$ cat config.mk
export PLATFORM = sky130hd
export DESIGN_NAME = mroe_alu
export DESIGN_NICKNAME = d
export VERILOG_FILES = /design/src/rtl/matrix_row_operation_engine_macros.svh /design/src/rtl/mroe_pkg.sv /design/src/rtl/mroe_alu.sv
export SDC_FILE = /design/constraint.sdc
export NUM_CORES = 2
export LEC_CHECK = 0
export BUFFER_PORTS_ARGS = -buffer_cell sky130_fd_sc_hd__buf_2
export CAP_MARGIN = 15
export CORE_MARGIN = 8
export CORE_UTILIZATION = 28
export CTS_BUF_LIST = sky130_fd_sc_hd__clkbuf_8
export CTS_CLUSTER_DIAMETER = 120
export CTS_CLUSTER_SIZE = 25
export DETAILED_ROUTE_END_ITERATION = 10
export MAX_ROUTING_LAYER = met4
export PLACE_DENSITY = 0.42
export SYNTH_ARGS = -nofsm -noshare
export SYNTH_HDL_FRONTEND = slang
export SYNTH_SLANG_ARGS = --single-unit
$ cat constraint.sdc
create_clock -name clk -period 13 [get_ports clk]
set_input_delay 1.3 -clock clk [delete_from_list [all_inputs] [get_ports clk]]
set_output_delay 1.3 -clock clk [all_outputs]
set_load 0.05 [all_outputs]
$ cat src/rtl/matrix_row_operation_engine_macros.svh
// Assertion macros for the matrix row operation engine.
// Depends on a clock named clk and a reset named rst in the including module.
`ifndef MATRIX_ROW_OPERATION_ENGINE_MACROS_SVH
`define MATRIX_ROW_OPERATION_ENGINE_MACROS_SVH

// Same-cycle implication, disabled in reset.
`define MROE_ASSERT_NOW(label, ante, cons, msg) \
  label: assert property (@(posedge clk) disable iff (rst) (ante) |-> (cons)) \
    else $error(msg);

// Next-cycle implication, disabled in reset.
`define MROE_ASSERT_NEXT(label, ante, cons, msg) \
  label: assert property (@(posedge clk) disable iff (rst) (ante) |=> (cons)) \
    else $error(msg);

`endif

$ cat src/rtl/mroe_pkg.sv
// Shared types and constants of the matrix row operation engine.
// No dependencies; imported by the engine, mroe_alu and the testbench.
package mroe_pkg;

  localparam int MAX_ROWS = 8;
  localparam int MAX_COLS = 8;
  localparam int DEPTH    = MAX_ROWS * MAX_COLS;
  localparam int ADDR_W   = $clog2(DEPTH);
  localparam int CNT_W    = $clog2(MAX_COLS + 1);
  localparam int DATA_W   = 32;

  localparam logic [2:0] REQ_WRITE = 3'd0;
  localparam logic [2:0] REQ_READ  = 3'd1;
  localparam logic [2:0] REQ_SCALE = 3'd2;
  localparam logic [2:0] REQ_ADD   = 3'd3;
  localparam logic [2:0] REQ_SWAP  = 3'd4;

  localparam logic [1:0] ST_OK    = 2'd0;
  localparam logic [1:0] ST_RANGE = 2'd1;
  localparam logic [1:0] ST_SAT   = 2'd2;

  localparam logic CFG_ROWS = 1'b0;
  localparam logic CFG_COLS = 1'b1;

  localparam logic [DATA_W-1:0] Q_MAX = 32'h7fff_ffff;
  localparam logic [DATA_W-1:0] Q_MIN = 32'h8000_0000;

  typedef struct packed {
    logic [2:0]               req_type;
    logic [2:0]               row_a;
    logic [2:0]               row_b;
    logic [2:0]               row_dest;
    logic [2:0]               col_index;
    logic signed [DATA_W-1:0] value;
  } req_t;

  typedef struct packed {
    logic signed [DATA_W-1:0] read_value;
    logic [1:0]               status;
  } rsp_t;

  typedef struct packed {
    logic load;
    logic mul;
  } alu_ctl_t;

  typedef struct packed {
    logic [DATA_W-1:0] value;
    logic              sat;
  } alu_res_t;

endpackage

$ cat src/rtl/mroe_alu.sv
// Shared two-stage arithmetic unit: Q16.16 multiply with rounding, or add,
// followed by saturation to 32 bits. Depends on mroe_pkg.
module mroe_alu
  import mroe_pkg::*;
(
  input  logic                     clk,
  input  alu_ctl_t                 ctl,
  input  logic signed [DATA_W-1:0] a,
  input  logic signed [DATA_W-1:0] b,
  output alu_res_t                 res
);

  logic signed [63:0] prod;
  logic signed [63:0] sum;
  logic signed [63:0] p;
  logic               p_mul;
  logic signed [63:0] v;
  logic [32:0]        hi;
  logic               sat;

  assign prod = a * b;
  assign sum  = 64'(a) + 64'(b);

  always_ff @(posedge clk) begin
    if (ctl.load) begin
      p     <= ctl.mul ? prod : sum;
      p_mul <= ctl.mul;
    end
  end

  assign v   = p_mul ? ((p + 64'sd32768) >>> 16) : p;
  assign hi  = v[63:31];
  assign sat = !((&hi) || (~|hi));

  always_ff @(posedge clk) begin
    res.sat   <= sat;
    res.value <= sat ? (v[63] ? Q_MIN : Q_MAX) : v[DATA_W-1:0];
  end

endmodule

==> impl_metrics.csv <==
group,metric,value,unit
clocking,post_cts_resized,0,
worst_hold_path,min_from,"p[12]",
setup_path,cpPeakStageDelay,970,ps
yosys,synth_xor_area_share,2.30,%
yosys,synth.area.mux_share,0.239,%
setup_path,path_cells,"buf_2 > buf_4 > and2_1 > fa_1 > fa_1 > fa_1 > fa_1 > fa_1 > fa_1 > fa_1 > fa_1 > ha_1 > and3_1 > nand4_1 > or4_1 > a211oi_1 > a2111oi_0 > o21bai_1 > a311oi_1 > or4_1 > nand3_1",
yosys,synthArstFlopShare,0,%
routing,wl_per_cell,20.9,um
clocking,holdBufCountCts,0,
setup_path,cpMaxStageDelayCell,"fa_1",
yosys,yosys.area.top_type,"fa_1",
grt,overflow,0,
timing,setup_viol,0,
yosys,yosys_most_used_dff,"edfxtp_1",
yosys,synth_compound_area_share,7.07,%
floorplanning,fp-row-count,143,
floorplanning,start_util,28.2,%
yosys,synthTopCellsByArea,"fa_1 (50%), inv_1 (8.6%), and2_1 (7.5%), ha_1 (6.3%), nand2_1 (5.2%)",
yosys,synth_top_area_share,50.5,%
yosys,synth_fa_ha_area_share,56.8,%
floorplanning,die_height,408,um
setup_path,rr_startpoint,"p[39]",
timing,relSlewSlack,30.1,%
yosys,synth_cells,4617,
routing,route.detailed.drc,0,
floorplanning,die_w,408,um
setup_path,critPathLaunchType,"input pin",
cells_and_area,post-route-util,30.0,%
routing,via_per_inst,4.62,
clocking,numCtsBuffers,9,
setup_path,crit_arrival,10020,ps
grt,track_usage,17.0,%
setup_path,path_delay_family,"adder cells",
cells_and_area,nets,5902,
timing,fmax,103,MHz
clocking,clkLatencyLatePin,410,ps
placed_design,io_buffers,99,
yosys,netlist_area,43000,um2
timing,rsz0062_at_grt,"no",
cells_and_area,final_cell_mix,"fa_1 (1083), inv_1 (987), nand2_1 (592)",
cells_and_area,drive_above_1_share,4.78,%
placed_design,postPlaceCellArea,45400,um2
yosys,synth_edf_count,65,
cells_and_area,final_cell_area,45600,um2
yosys,syn_nets,5985,
yosys,synth-seq-cells,98,
floorplanning,design.portCount,100,
setup_path,cp_num_buf_inv,2,
timing,slew_violations,0,
yosys,yosysWarnings,0,
clocking,clock-sinks,98,
placed_design,dp_hpwl,113000,um
grt,antenna_found_initial,11,
grt,grt_pass1_wl,215000,um
yosys,syn-mean-instance-area,9.31,um2
setup_path,criticalPathCategory,"input pin to flop",
clocking,cts_max_level,3,
setup_path,setup.worst_path.start,"b[4]",
cells_and_area,seqCellArea,2610,um2
status,run_status,"completed",
clocking,cts_buffer_depth,2,
timing,finalCritPeriodShare,75.0,%
setup_path,cp_data_required_time,13270,ps
setup_path,end_kind,"flop",
grt,grt_pass1_vias,33900,
cells_and_area,final_common_cell,"fa_1",
setup_path,crit_path_max_fanout,17,
cells_and_area,multi_input_area,35700,um2
cells_and_area,num-fill-cells,16200,
timing,worst_pin_slew,1050,ps
routing,routed_wl,137000,um
job,cap_violations,0,
clocking,cts_setup_buffers,0,
yosys,ys_seq_area_share,6.08,%
placed_design,placed_cells,6553,
placed_design,place_congestion,0.873,
timing,period_minus_slack,9750,ps
routing,dr.pass1.iters,5,
yosys,synth_top_family_by_area,"adder cells",
clocking,path_clk_slew,110,ps
routing,ant_nets,0,
floorplanning,die_area,166000,um2
timing,clock_skew,18.8,ps
cells_and_area,fin_cells,6577,
routing,vias,30400,
clocking,cts_tree,"done",
timing,tns,0,ps
worst_hold_path,hp-class,"flop to flop",
setup_path,path_common_cell,"fa_1",
grt,grt_max_degree,88,
yosys,yosysUniqueCellTypes,85,
timing,hold_viol,0,
clocking,root_buffer,"clkbuf_8",
cells_and_area,syn2layout_area_growth,6.13,%
yosys,synth-simple-area-share,16.6,%
routing,dr.first_iter.drc_count,1381,
floorplanning,core,152000,um2
-- logic make-up after synthesis --
family / Yosys count
AND/OR/NAND/NOR: 1407
adder cells (fa/ha/maj): 1301
buffers and inverters: 1225
AO/OA/AOI/OAI: 463
XOR/XNOR: 113
flip-flops: 98
multiplexers: 10
-- sequential cells by signal (all words and copies together) (netlist names) --
name and count:
p_mul 1, res 33, p 64
-- final cells by class --
type,count,area share (%)
timing repair buffer,144,1.83
tap,2030,5.57
clock buffer,9,0.272
multi-input combinational,3294,78.2
sequential,98,5.73
clock inverter,7,0.208
antenna,8,0.0439
inverter,987,8.12
-- worst paths after layout --
path              to  slack, ps  depth (start not counted)
max            p[60]       3250                         21
min          res[13]        600                          2
max reg2reg  res[18]       8720                          9
min reg2reg  res[13]        600                          2
-- synth_stat cells (all sizes together) (10+ instances only) --
| cell | n |
|---|---|
| fa | 1083 |
| nand2b | 11 |
| xor2 | 44 |
| dfxtp | 33 |
| nand2 | 592 |
| buf | 12 |
| inv | 987 |
| and2 | 515 |
| o21a | 12 |
| o31ai | 12 |
| o21ai | 142 |
| nor4 | 17 |
| xnor2 | 69 |
| a31oi | 16 |
| nand3 | 42 |
| and3 | 35 |
| ha | 218 |
| edfxtp | 65 |
| a21oi | 118 |
| nand4 | 27 |
| clkbuf | 226 |
| o211ai | 11 |
| nor2 | 89 |
| or3 | 13 |
| a21o | 58 |
| or4 | 10 |
| nor3 | 25 |
| a211oi | 12 |
-- layer usage --
| layer | part of all wire, % | vias to the layer above | track usage, % |
|---|---|---|---|
| li1 | - | 13700 | - |
| met1 | 44 | 16200 | 22.0 |
| met2 | 52 | 417 | 30.5 |
| met3 | 2.0 | 103 | 0.918 |
| met4 | 1.5 | 0 | 2.15 |
| met5 | 0 | - | - |
-- worst min-delay path, cell delays in order, from the launching register on --
cell      delay (ps)
edfxtp_1         380
a21oi_1           90
o21ai_2           90
-- stage by stage --
stage          worst slack (ps)  hold slack (ps)
6_report                   3250              602
5_1_grt                    2810              662
4_1_cts                    3180              602
3_5_place_dp               2750              546
3_3_place_gp               2890              578
2_1_floorplan              4280              481
Power is not shown: default switching activity piles up to over one toggle a cycle in this logic, so the estimate is an artifact.
